==> src/hw/rtl/bdct_pkg.sv <==
// Shared types and constants of the button debounce and click timer block.
package bdct_pkg;

  localparam int unsigned TimeW     = 32;
  localparam int unsigned DebounceW = 16;
  localparam int unsigned InDataW   = 40;
  localparam int unsigned OutDataW  = 72;
  localparam int unsigned CfgAddrW  = 3;
  localparam int unsigned CfgDataW  = 32;

  localparam logic [DebounceW-1:0] DebounceReset = 16'd20;
  localparam logic                 ReleasedReset = 1'b1;

  // Register indexes, taken from paddr[2].
  localparam logic RegDebounce = 1'b0;
  localparam logic RegReleased = 1'b1;

  typedef struct packed {
    logic [DebounceW-1:0] debounce_ms;
    logic                 released_level_high;
  } cfg_t;

  typedef struct packed {
    logic             take_click;
    logic [TimeW-1:0] now_ms;
    logic             raw_level;
  } item_t;

  typedef struct packed {
    logic [TimeW-1:0] last_period_ms;
    logic [TimeW-1:0] active_time_ms;
    logic             click_seen;
    logic             triggered;
    logic             stable_high;
  } result_t;

endpackage

==> src/hw/rtl/button_debounce_click_timer_top.sv <==
// Top level of the button debounce and click timer: stream registers around the core.
//
//  channel  | direction | handshake          | payload
//  s_*      | in        | s_tvalid/s_tready  | s_tdata: raw_level, now_ms, take_click
//  m_*      | out       | m_tvalid/m_tready  | m_tdata: result fields
//  APB      | in        | psel/penable       | debounce_ms @0, released_level_high @4
//
// One item per cycle sustained while the output is not stalled; each item is held in the input
// register and its result is updated into the output register on the edge it leaves it.
// Reset (synchronous, rst) empties both registers and clears the debounce state.
// A stalled output holds its result; the input register then takes one more item
// and holds it, and s_tready stays low until the output moves on.
module button_debounce_click_timer_top
  import bdct_pkg::*;
(
  input  logic                clk,
  input  logic                rst,
  input  logic                s_tvalid,
  output logic                s_tready,
  // s_tdata: [0] raw_level, [32:1] now_ms, [33] take_click, [39:34] zero
  input  logic [InDataW-1:0]  s_tdata,
  output logic                m_tvalid,
  input  logic                m_tready,
  // m_tdata: [0] stable_high, [1] triggered, [2] click_seen,
  //          [34:3] active_time_ms, [66:35] last_period_ms, [71:67] zero
  output logic [OutDataW-1:0] m_tdata,
  input  logic                psel,
  input  logic                penable,
  input  logic                pwrite,
  input  logic [CfgAddrW-1:0] paddr,
  input  logic [CfgDataW-1:0] pwdata,
  output logic [CfgDataW-1:0] prdata,
  output logic                pready
);

  cfg_t    cfg;
  item_t   in_item;
  logic    in_valid;
  logic    advance;
  result_t result;
  result_t out_result;

  bdct_regs u_regs (
    .clk     (clk),
    .rst     (rst),
    .psel    (psel),
    .penable (penable),
    .pwrite  (pwrite),
    .paddr   (paddr),
    .pwdata  (pwdata),
    .prdata  (prdata),
    .pready  (pready),
    .cfg     (cfg)
  );

  bdct_core u_core (
    .clk     (clk),
    .rst     (rst),
    .cfg     (cfg),
    .item    (in_item),
    .advance (advance),
    .result  (result)
  );

  assign advance  = in_valid && (!m_tvalid || m_tready);
  assign s_tready = !in_valid || advance;

  always_ff @(posedge clk) begin
    if (rst) begin
      in_valid <= 1'b0;
    end else if (s_tready) begin
      in_valid <= s_tvalid;
    end
  end

  always_ff @(posedge clk) begin
    if (s_tready && s_tvalid) begin
      in_item <= s_tdata[$bits(item_t)-1:0];
    end
  end

  always_ff @(posedge clk) begin
    if (rst) begin
      m_tvalid <= 1'b0;
    end else if (!m_tvalid || m_tready) begin
      m_tvalid <= in_valid;
    end
  end

  always_ff @(posedge clk) begin
    if (advance) begin
      out_result <= result;
    end
  end

  assign m_tdata = {{(OutDataW-$bits(result_t)){1'b0}}, out_result};

endmodule

==> src/hw/rtl/bdct_regs.sv <==
// Configuration registers behind the APB-style port.
module bdct_regs
  import bdct_pkg::*;
(
  input  logic                clk,
  input  logic                rst,
  input  logic                psel,
  input  logic                penable,
  input  logic                pwrite,
  input  logic [CfgAddrW-1:0] paddr,
  input  logic [CfgDataW-1:0] pwdata,
  output logic [CfgDataW-1:0] prdata,
  output logic                pready,
  output cfg_t                cfg
);

  logic wr_en;

  assign pready = 1'b1;
  assign wr_en  = psel && penable && pwrite;

  always_ff @(posedge clk) begin
    if (rst) begin
      cfg.debounce_ms         <= DebounceReset;
      cfg.released_level_high <= ReleasedReset;
    end else if (wr_en) begin
      case (paddr[2])
        RegDebounce: cfg.debounce_ms         <= pwdata[DebounceW-1:0];
        RegReleased: cfg.released_level_high <= pwdata[0];
        default: ;
      endcase
    end
  end

  always_comb begin
    case (paddr[2])
      RegDebounce: prdata = {{(CfgDataW-DebounceW){1'b0}}, cfg.debounce_ms};
      RegReleased: prdata = {{(CfgDataW-1){1'b0}}, cfg.released_level_high};
      default:     prdata = '0;
    endcase
  end

endmodule

==> src/hw/rtl/bdct_core.sv <==
// Debounce state and the single-pass update for one sample.
module bdct_core
  import bdct_pkg::*;
(
  input  logic    clk,
  input  logic    rst,
  input  cfg_t    cfg,
  input  item_t   item,
  input  logic    advance,
  output result_t result
);

  logic             started;
  logic             raw_seen;
  logic             stable_level;
  logic             previous_stable;
  logic [TimeW-1:0] change_time;
  logic [TimeW-1:0] stable_since;
  logic [TimeW-1:0] last_period;
  logic             click_latch;

  logic             raw_seen_next;
  logic             stable_level_next;
  logic             previous_stable_next;
  logic [TimeW-1:0] change_time_next;
  logic [TimeW-1:0] stable_since_next;
  logic [TimeW-1:0] last_period_next;
  logic             click_latch_next;

  logic [TimeW-1:0] deb;
  logic [TimeW-1:0] since_clamped;
  logic             restart;
  logic             settle;
  logic             seen;

  assign deb           = {{(TimeW-DebounceW){1'b0}}, cfg.debounce_ms};
  assign since_clamped = (stable_since > item.now_ms) ? item.now_ms : stable_since;
  assign restart       = !started || (change_time > item.now_ms);
  assign settle        = !restart && (raw_seen == item.raw_level) &&
                         (raw_seen != stable_level) &&
                         ((item.now_ms - change_time) >= deb);

  always_comb begin
    raw_seen_next        = raw_seen;
    stable_level_next    = stable_level;
    previous_stable_next = previous_stable;
    change_time_next     = change_time;
    stable_since_next    = stable_since;
    last_period_next     = last_period;
    click_latch_next     = click_latch;
    seen                 = 1'b0;

    if (restart) begin
      raw_seen_next        = item.raw_level;
      stable_level_next    = item.raw_level;
      previous_stable_next = item.raw_level;
      stable_since_next    = item.now_ms;
      last_period_next     = '0;
      change_time_next     = item.now_ms;
    end else if (raw_seen != item.raw_level) begin
      change_time_next = item.now_ms;
      raw_seen_next    = item.raw_level;
    end else if (settle) begin
      last_period_next  = item.now_ms - since_clamped + deb;
      stable_since_next = item.now_ms;
      stable_level_next = raw_seen;
      if (previous_stable != raw_seen) begin
        // Release latches a click, a fresh press drops a pending one.
        click_latch_next     = (raw_seen == cfg.released_level_high);
        previous_stable_next = raw_seen;
      end
    end

    if (item.take_click) begin
      seen             = click_latch_next;
      click_latch_next = 1'b0;
    end
  end

  assign result.stable_high    = stable_level_next;
  assign result.triggered      = stable_level_next != cfg.released_level_high;
  assign result.click_seen     = seen;
  assign result.active_time_ms = (stable_since_next > item.now_ms) ? item.now_ms :
                                 item.now_ms - stable_since_next + deb;
  assign result.last_period_ms = last_period_next;

  always_ff @(posedge clk) begin
    if (rst) begin
      started         <= 1'b0;
      raw_seen        <= 1'b0;
      stable_level    <= 1'b0;
      previous_stable <= 1'b0;
      change_time     <= '0;
      stable_since    <= '0;
      last_period     <= '0;
      click_latch     <= 1'b0;
    end else if (advance) begin
      started         <= 1'b1;
      raw_seen        <= raw_seen_next;
      stable_level    <= stable_level_next;
      previous_stable <= previous_stable_next;
      change_time     <= change_time_next;
      stable_since    <= stable_since_next;
      last_period     <= last_period_next;
      click_latch     <= click_latch_next;
    end
  end

endmodule

==> config.mk <==
export PLATFORM = sky130hd
export DESIGN_NAME = button_debounce_click_timer_top
export DESIGN_NICKNAME = d
export VERILOG_FILES = /design/src/hw/rtl/bdct_pkg.sv /design/src/hw/rtl/button_debounce_click_timer_top.sv /design/src/hw/rtl/bdct_regs.sv /design/src/hw/rtl/bdct_core.sv
export SDC_FILE = /design/constraint.sdc
export NUM_CORES = 1
export LEC_CHECK = 0
export BUFFER_PORTS_ARGS = -buffer_cell sky130_fd_sc_hd__buf_2
export CAP_MARGIN = 20
export CORE_MARGIN = 2
export CORE_UTILIZATION = 30
export CTS_CLUSTER_DIAMETER = 80
export CTS_CLUSTER_SIZE = 14
export DETAILED_ROUTE_END_ITERATION = 7
export PLACE_DENSITY = 0.47
export SYNTH_ARGS = -nofsm -noshare
export SYNTH_HDL_FRONTEND = slang
export SYNTH_SLANG_ARGS = --single-unit
==> constraint.sdc <==
create_clock -name clk -period 8.2 [get_ports clk]
set_input_delay 0.82 -clock clk [delete_from_list [all_inputs] [get_ports clk]]
set_output_delay 0.82 -clock clk [all_outputs]
set_load 0.03 [all_outputs]
==> qor.yml, run 1 <==
skew_ps: 25.6
port_buffers: 142
max_slew_margin: 0.353
clkPwrFrac: 0.306
grt_usage: 0.180
r2r_setup_slack_ps: 290
end_kind: "flop"
start_util: 0.303
synth_ff_type: "dfxtp_1"
areaGrowthSynthToFinish_pct: 23.1
final_nets: 2515
die_w_um: 240
cts_tree: "yes"
die_h_um: 240
timing.critical_path.slowest_stage_cell: "edfxtp_1"
gp_congestion: 0.872
drv_slew: 0
holdPathStages: 1
reg2reg_depth: 40
vias_per_cell: 4.86
clockBufferDepth: 3
period_needed_ps: 7910
cp_max_fo: 9
synth_area_leaders: "edfxtp_1 18%, ha_1 17%, dfxtp_1 14%"
synth-edff-count: 101
synthCells: 1902
grt_pass1_vias: 14248
synthArstFlopShare: 0
p_switching_uw: 1420
drive_gt1_frac: 0.192
power.internal_uw: 2480
synth.most_common_cell: "ha_1"
cp.arrival_ps: 8230
combPwrFrac: 0.368
drt-total-wl_um: 52400
antenna_found_initial: 0
cts.clk_slew.worst_paths_ps: 70
period_share: 0.964
synthesis.area_mm2: 0.0167
vdd_drop_max_mv: 0.155
fmax_mhz: 126
synth_common_cells: "221 x ha_1, 199 x a21oi_1, 195 x nand2_1, 191 x nor2_1, 136 x inv_1"
ys_seq_area_frac: 0.326
top_level_ports: 189
cts_root_buf: "clkbuf_16"
detail_route.wl_per_cell_um: 17.7
drc: 0
ys_ff_latch: 221
slowest_delay_ps: 430
instances_no_fill: 2962
start_kind: "flop"
rsz0062_at_grt: "true"
cp_common_cell: "ha_1"
p_seq_frac: 0.326
rows: 86
crit_type: "flop to flop"
tightest_slew_ps: 968
setup_viol: 0
cts_buffers: 26
dpl_cell_area_mm2: 0.0194
cap_viol_max_count: 0
yosys_warnings: 0
ys_types: 72
htreeDepth: 1
stdcell_area_mm2: 0.0205
grt_max_degree: 65
outcome: "completed"
ant_nets: 0
yosysTopAreaCellShare: 0.182
p_sw_frac: 0.365
min-delay-path-class: "input pin to flop"
postSynthAreaPerCell_um2: 8.78
power_density_mw_per_mm2: 190
core_mm2: 0.0551
critPathRequiredTime_ps: 8520
post-place-cells: 2906
vias: 14389
dr.pass1.iters: 8
clkSinkCount: 221
drtIter0Drc: 836
hold_violations: 0
fillers: 5738
clk_latency_ps: 580
yosysTopAreaCell: "edfxtp_1"
n_antenna_cell: 0
dp_hpwl_um: 40900
grt_pass1_wl_um: 80500
grt_overflow: 0
p_leak_uw: 0.00890
die_area_mm2: 0.0575
[path summary, 6_finish.rpt]
kind,start,end
hold reg to reg,u_core.change_time[19],u_core.change_time[19]
hold / removal,s_tdata[3],in_item[3]
setup reg to reg,in_item[2],m_tdata[33]
setup / recovery,in_item[2],m_tdata[33]
[logic make-up (layout without fill, tap and decap cells)]
kind of cell | Yosys count | in the layout | share of synthesized area
flip-flops | 221 | 221 | 0.326
AND/OR/NAND/NOR | 545 | 545 | 0.147
other | 2 | 22 | 0.000450
AO/OA/AOI/OAI | 520 | 520 | 0.197
multiplexers | 76 | 76 | 0.0458
buffers and inverters | 224 | 516 | 0.0579
adder cells (fa/ha/maj) | 239 | 239 | 0.187
XOR/XNOR | 75 | 75 | 0.0394
[state kept, by name (all words and copies together) (netlist names)]
register	cells
in_item	34
in_valid	1
m_tdata	67
m_tvalid	1
u_core.change_time	32
u_core.click_latch	1
u_core.last_period	32
u_core.previous_stable	1
u_core.raw_seen	1
u_core.stable_level	1
u_core.stable_since	32
u_core.started	1
u_regs.cfg	17
[power groups by stage]
stage,Sequential [µW],Clock [µW],Combinational [µW]
5_1_grt,1280,1280,1600
2_1_floorplan,1350,0,854
6_report,1270,1190,1430
3_3_place_gp,1300,0,1380
3_5_place_dp,1300,0,1390
4_1_cts,1270,1240,1410
[worst max-delay path: cells and delay by family, from the launching register on]
kind                     cells  cell delay, ps
AO/OA/AOI/OAI               19            3200
AND/OR/NAND/NOR              9            1560
adder cells (fa/ha/maj)      5            1560
XOR/XNOR                     2             210
flip-flops                   1             430
buffers and inverters        5             690
[repair_timing]
| item | in CTS | in global routing |
|---|---|---|
| setup endpoints to repair | 6 | 32 |
| gates resized for setup | 8 | 42 |
| cloned | 0 | 1 |
| pin swaps | 3 | 17 |
| buffers inserted | 0 | 8 |
| hold buffers | 0 | 0 |
[through the flow]
stage | hold WS, ps | setup slack [ps] | power, µW | utilization | setup TNS (ps)
floorplan | 430 | 214 | 2200 | - | 0
global placement | 442 | -214 | 2680 | 0.352 | -233
detailed placement | 449 | -257 | 2690 | 0.352 | -379
CTS | 386 | 5.38 | 3910 | 0.369 | 0
global route | 390 | -176 | 4150 | 0.373 | -353
finish | 417 | 291 | 3900 | 0.373 | 0
[placed cells by master, fill, tap and decap left out, types with 13 or more instances in the layout]
master     Yosys  routed
ha_1         221     218
nand2_1      195     194
a21oi_1      199     193
nor2_1       191     189
buf_4         22     183
buf_2         11     141
inv_1        136     136
dfxtp_1      120     120
edfxtp_1     101     101
o21ai_0       86      75
mux2i_1       73      73
a21o_1        58      58
xnor2_1       39      38
a22o_1        37      37
xor2_1        36      36
clkbuf_16      0      29
nand4_1       26      26
nand3_1       23      22
o31ai_1       23      22
conb_1         2      22
nor2b_1       21      21
o21a_1        20      19
fa_1          18      17
nor3_1        14      13
[routing by layer]
| metal | routed length, µm | vias up | GRT usage |
|---|---|---|---|
| met5 | 0 | - | 0 |
| met4 | 1400 | 0 | 0.0510 |
| met3 | 2310 | 61 | 0.0216 |
| met2 | 23500 | 269 | 0.296 |
| met1 | 25200 | 6714 | 0.249 |
| li1 | - | 7345 | - |
[cell type report]
class	instances	area, µm²	area share
Timing Repair Buffer	331	2210	0.108
Inverter	137	515	0.0251
Multi-Input combinational cell	1477	10600	0.515
Sequential cell	221	5440	0.265
Clock inverter	13	134	0.00652
Clock buffer	35	727	0.0354
Tap cell	748	936	0.0455
Power figures use the tool's default switching activity.
==> run 2: changes to the inputs <==
Settings changed: BUFFER_PORTS_ARGS -buffer_cell sky130_fd_sc_hd__buf_2 to not set, CTS_CLUSTER_SIZE 14 to 30, DONT_BUFFER_PORTS set to 1, PLACE_DENSITY 0.47 to 0.44.
==> run 2 against run 1 <==
Compared with the run above:
- count of clock-buffer cells in the layout is 11 lower
- clock skew decreased by 1.3 ps
- final cell count decreased by 4.2%
- core utilization fell by 0.73 points
- critical path type unchanged
- largest cell class unchanged
- largest power group unchanged
- highest routed layer is now met5
==> qor.yml, run 2 (synthesized netlist as in run 1, its figures left out) <==
outcome: "completed"  # unchanged
pre_cts_ws_ps: -395  # was -257 ps
grt_max_degree: 96  # was 65
die_w_um: 240  # unchanged
fin_tns_setup_ps: 0  # unchanged
r2r_setup_slack_ps: 170  # was 290 ps
htreeDepth: 1  # unchanged
drv_slew: 0  # unchanged
period_needed_ps: 8030  # was 7910 ps
port_buffers: 0  # was 142
cts_tree: "yes"  # unchanged
layout_setup_ws_ps: 174  # was 291 ps
detail_route.wl_per_cell_um: 18.9  # was 17.7 µm
grt_overflow: 0  # unchanged
vias: 14025  # was 14389
hold_buffers: 0  # unchanged
clkSinkCount: 221  # unchanged
rsz0062_at_grt: "true"  # unchanged
p_seq_frac: 0.338  # was 0.326
critPathRequiredTime_ps: 8470  # was 8520 ps
cap_viol_max_count: 0  # unchanged
cp_common_cell: "ha_1"  # unchanged
fillers: 5731  # was 5738
min-delay-path-class: "input pin to flop"  # unchanged
p_leak_uw: 0.00847  # was 0.00890 µW
gp_congestion: 0.867  # was 0.872
final_nets: 2394  # was 2515
period_share: 0.979  # was 0.964
antenna_found_initial: 2  # was 0
cp.arrival_ps: 8300  # was 8230 ps
tightest_slew_ps: 1010  # was 968 ps
core_mm2: 0.0551  # unchanged
drt-total-wl_um: 53800  # was 52400 µm
fmax_mhz: 125  # was 126 MHz
slowest_delay_ps: 560  # was 430 ps
drive_gt1_frac: 0.152  # was 0.192
end_kind: "flop"  # unchanged
combPwrFrac: 0.350  # was 0.368
crit_type: "flop to flop"  # unchanged
p_switching_uw: 1500  # was 1420 µW
clk_latency_ps: 560  # was 580 ps
p_sw_frac: 0.382  # was 0.365
power_uw: 3940  # was 3900 µW
hold_violations: 0  # unchanged
die_area_mm2: 0.0575  # unchanged
vdd_drop_max_mv: 0.160  # was 0.155 mV
skew_ps: 24.3  # was 25.6 ps
start_util: 0.303  # unchanged
top_level_ports: 189  # unchanged
ant_nets: 0  # unchanged
setup_viol: 0  # unchanged
timing.critical_path.slowest_stage_cell: "a2111oi_0"  # was edfxtp_1
final_common_cell: "ha_1"  # unchanged
cts.clk_slew.worst_paths_ps: 90  # was 70 ps
cp_max_fo: 12  # was 9
drtIter0Drc: 728  # was 836
largest_register_ffs: 67  # unchanged
power.internal_uw: 2440  # was 2480 µW
clockBufferDepth: 3  # unchanged
clkPwrFrac: 0.312  # was 0.306
mostFrequentLayoutCells: "218 x ha_1, 204 x buf_4, 193 x nand2_1, 191 x a21oi_1, 189 x nor2_1"  # was 218 x ha_1, 194 x nand2_1, 193 x a21oi_1, 189 x nor2_1, 183 x buf_4
areaGrowthSynthToFinish_pct: 20.7  # was 23.1%
grt_usage: 0.183  # was 0.180
drc: 0  # unchanged
max_slew_margin: 0.327  # was 0.353
rows: 86  # unchanged
cts_buffers: 23  # was 26
dr.pass1.iters: 5  # was 8
grt_pass1_wl_um: 81100  # was 80500 µm
cts_root_buf: "clkbuf_16"  # unchanged
fin_hold_ws_ps: 317  # was 417 ps
start_kind: "flop"  # unchanged
dp_hpwl_um: 41900  # was 40900 µm
vias_per_cell: 4.94  # was 4.86
die_h_um: 240  # unchanged
power_density_mw_per_mm2: 195  # was 190 mW/mm²
grt_pass1_vias: 13824  # was 14248
utilization: 0.366  # was 0.373
## run 2: power by group through the flow
stage	combinational [µW]	clock, µW	sequential, µW
after global routing	1530	1320	1340
after floorplan	854	0	1350
after detailed placement	1320	0	1360
after CTS	1340	1270	1330
after global placement	1310	0	1360
final	1380	1230	1330
## run 2: worst paths after layout
path,cells after the start,end,start
hold / removal,1,u_core.change_time[16],rst
hold reg to reg,2,u_core.change_time[9],u_core.change_time[9]
setup / recovery,38,m_tdata[29],in_item[6]
setup reg to reg,38,m_tdata[29],in_item[6]
## run 2: worst max-delay path, delay by kind of cell (launching register included)
| kind | cells | cell delay (ps) |
|---|---|---|
| xor+xnor | 1 | 100 |
| buf+inv | 6 | 790 |
| compound gates | 17 | 3360 |
| simple gates | 9 | 1510 |
| flops | 1 | 430 |
| fa+ha+maj | 5 | 1510 |
## run 2: through the flow
stage / area [µm²] / instances
floorplan: 16800 / 1922
global placement: 18800 / 2781
detailed placement: 18800 / 2781
CTS: 19800 / 2825
global route: 20100 / 2837
finish: 20100 / 2838
## run 2: timing repair
action                                  in CTS  in global routing
endpoints found under the setup margin      32                 32
setup buffers                                3                 10
resized for setup                           16                 43
cloned                                       0                  1
pin swaps                                    6                 30
## run 2: cell type report
cell class	instances	area (µm²)	share of cell area
multi-input combinational	1477	10700	0.529
sequential	221	5440	0.270
timing repair buffer	213	1700	0.0845
tap	748	936	0.0465
clock buffer	24	601	0.0298
inverter	137	515	0.0256
clock inverter	17	295	0.0147
antenna	1	2.50	0.000124
## run 2: per-layer routing
metal,share of wire,up-vias,GRT usage
met2,0.46,266,0.307
met5,0.00024,-,0
met3,0.042,49,0.0247
met4,0.015,2,0.0371
li1,-,7089,-
met1,0.48,6619,0.252
==> run 3: changes to the inputs <==
Settings changed: ABC_AREA set to 1.
==> run 3 against run 2 <==
Compared with the run above:
- area after synthesis is 7.8% higher
- cell area down 2.3%
- worst hold slack better by 24 ps
- critical path type unchanged
- critical endpoint is now m_tdata[20]
- largest power group unchanged
- highest routed layer is now met4
==> qor.yml, run 3 <==
grt_pass1_wl_um: 88100  # was 81100 µm
dr.pass1.iters: 5  # unchanged
synthesis.area_mm2: 0.0180  # was 0.0167 mm²
clkSinkCount: 221  # unchanged
hold_buffers: 0  # unchanged
dpl_cell_area_mm2: 0.0188  # about the same
die_w_um: 249  # was 240 µm
p_leak_uw: 0.00960  # was 0.00847 µW
synth_xor_area_frac: 0.0321  # was 0.0394
vias_per_cell: 4.80  # was 4.94
cts_root_buf: "clkbuf_16"  # unchanged
synthCells: 2552  # was 1902
ys_ff_latch: 221  # unchanged
start_util: 0.304  # was 0.303
drive_gt1_frac: 0.0399  # was 0.152
muxShareOfSynthArea: 0  # was 0.0458
post-cts-setup-buffers: 0  # was 3
grt_pass1_vias: 15581  # was 13824
fmax_mhz: 137  # was 125 MHz
post-place-cells: 3285  # was 2781
cp_top_family: "simple AND/OR/NAND/NOR gates"  # was compound AO/OA/AOI/OAI gates
crit_buf_inv: 6  # unchanged
drtIter0Drc: 944  # was 728
grt_usage: 0.180  # was 0.183
min-delay-path-class: "input pin to flop"  # unchanged
rsz0062_at_grt: "false"  # was true
antenna_found_initial: 0  # was 2
period_share: 0.890  # was 0.979
die_h_um: 249  # was 240 µm
slowest_delay_ps: 410  # was 560 ps
r2r_setup_slack_ps: 900  # was 170 ps
timing.critical_path.from: "in_item[1]"  # was in_item[6]
synth_ff_type: "dfxtp_1"  # unchanged
synth-edff-count: 101  # unchanged
critPathRequiredTime_ps: 8440  # was 8470 ps
final_nets: 2859  # was 2394
instances_no_fill: 3327  # was 2838
synth_area_leaders: "edfxtp_1 17%, ha_1 15%, dfxtp_1 13%"  # was edfxtp_1 18%, ha_1 17%, dfxtp_1 14%
drc: 0  # unchanged
start_kind: "flop"  # unchanged
cap_viol_max_count: 0  # unchanged
detail_route.wl_per_cell_um: 17.0  # was 18.9 µm
yosysTopAreaCell: "edfxtp_1"  # unchanged
grt_max_degree: 90  # was 96
vdd_drop_max_mv: 0.190  # was 0.160 mV
tightest_slew_ps: 1050  # was 1010 ps
power_density_mw_per_mm2: 210  # was 195 mW/mm²
final_common_cell: "nand2_1"  # was ha_1
cts_resized: 0  # was 16
cp.arrival_ps: 7540  # was 8300 ps
clockBufferDepth: 3  # unchanged
drv_slew: 0  # unchanged
cts_buffers: 23  # unchanged
areaGrowthSynthToFinish_pct: 9.44  # was 20.7%
setup_viol: 0  # unchanged
min_from: "s_tdata[28]"  # was rst
ys_types: 47  # was 72
timing.critical_path.slowest_stage_cell: "fa_1"  # was a2111oi_0
stdcell_area_mm2: 0.0197  # was 0.0201 mm²
n_antenna_cell: 0  # was 1
yosys.area_share.simple: 0.252  # was 0.147
synthArstFlopShare: 0  # unchanged
hold_violations: 0  # unchanged
clk_latency_ps: 570  # was 560 ps
top_level_ports: 189  # unchanged
skew_ps: 20.0  # was 24.3 ps
fin_tns_setup_ps: 0  # unchanged
yosysTopAreaCellShare: 0.169  # was 0.182
utilization: 0.333  # was 0.366
htreeDepth: 1  # unchanged
grt_overflow: 0  # unchanged
synth.most_common_cell: "nand2_1"  # was ha_1
rows: 89  # was 86
ant_nets: 0  # unchanged
dp_hpwl_um: 45400  # was 41900 µm
synth_compound_area_frac: 0.140  # was 0.197
core_mm2: 0.0591  # was 0.0551 mm²
synth_common_cells: "619 x nand2_1, 343 x inv_1, 274 x nor2_1, 224 x a21oi_1, 221 x ha_1"  # was 221 x ha_1, 199 x a21oi_1, 195 x nand2_1, 191 x nor2_1, 136 x inv_1
synth_top_family_by_area: "simple AND/OR/NAND/NOR gates"  # was compound AO/OA/AOI/OAI gates
fin_hold_ws_ps: 341  # was 317 ps
yosys.area_share.adder: 0.174  # was 0.187
die_area_mm2: 0.0619  # was 0.0575 mm²
mostFrequentLayoutCells: "618 x nand2_1, 340 x inv_1, 274 x nor2_1, 224 x a21oi_1, 221 x ha_1"  # was 218 x ha_1, 204 x buf_4, 193 x nand2_1, 191 x a21oi_1, 189 x nor2_1
max_slew_margin: 0.298  # was 0.327
period_needed_ps: 7300  # was 8030 ps
cp_max_fo: 23  # was 12
drt-total-wl_um: 56700  # was 53800 µm
port_buffers: 0  # unchanged
cts.clk_slew.worst_paths_ps: 90  # about the same
outcome: "completed"  # unchanged
largest_register_ffs: 67  # unchanged
cp_common_cell: "nand2_1"  # was ha_1
r2r_start: "in_item[1]"  # was in_item[6]
end_kind: "flop"  # unchanged
ys_seq_area_frac: 0.302  # was 0.326
yosys_warnings: 0  # unchanged
postSynthAreaPerCell_um2: 7.05  # was 8.78 µm²
crit_type: "flop to flop"  # unchanged
cts_tree: "yes"  # unchanged
vias: 15964  # was 14025
gp_congestion: 0.882  # was 0.867
run 3: changes by cell type after synthesis, sizes merged, moves of 17 or more:
cell   previous run  this run
a21o             58         4
mux2i            73         0
xnor2            39        18
nor2b            21         0
o21ai            90       184
a21oi           199       224
a22o             37         0
inv             136       350
nand2           195       627
nand3            23       142
buf              38        55
o31ai            23         0
nor2            192       278
run 3: worst paths after layout:
kind,end,cells past startpoint
hold / removal,in_item[28],0
setup reg to reg,m_tdata[20],40
setup / recovery,m_tdata[20],40
hold reg to reg,u_core.change_time[4],2
run 3: through the flow:
| stage | setup slack (ps) | total power, µW |
|---|---|---|
| final | 903 | 4130 |
| after detailed placement | 884 | 2940 |
| after floorplan | 2220 | 2520 |
| after CTS | 761 | 4200 |
| after global placement | 921 | 2930 |
| after global routing | 123 | 4460 |
run 3: logic make-up (layout without fill, tap and decap cells):
family	Yosys count	in the layout
flip-flops	221	221
AO/OA/AOI/OAI	471	471
adder cells (fa/ha/maj)	239	239
other	2	22
XOR/XNOR	66	66
buffers and inverters	442	424
AND/OR/NAND/NOR	1111	1111
run 3: metal layers:
layer  GRT usage  share of wire
met3      0.0173          0.030
met1       0.249           0.49
met5           0              0
met2       0.296           0.45
met4      0.0561          0.030
run 3: power breakdown:
part           internal (µW)  switching, µW  leakage, µW
clock                    599            624     0.000423
combinational            533           1000      0.00723
sequential              1260            117      0.00194
run 3: layout make-up:
type,count,area (µm²)
clock buffers,24,589
clock inverters,17,290
fillers,6303,39400
inverters,352,1330
multi-input cells,1909,10800
flip-flops and latches,221,5440
well taps,773,967
repair buffers,31,245
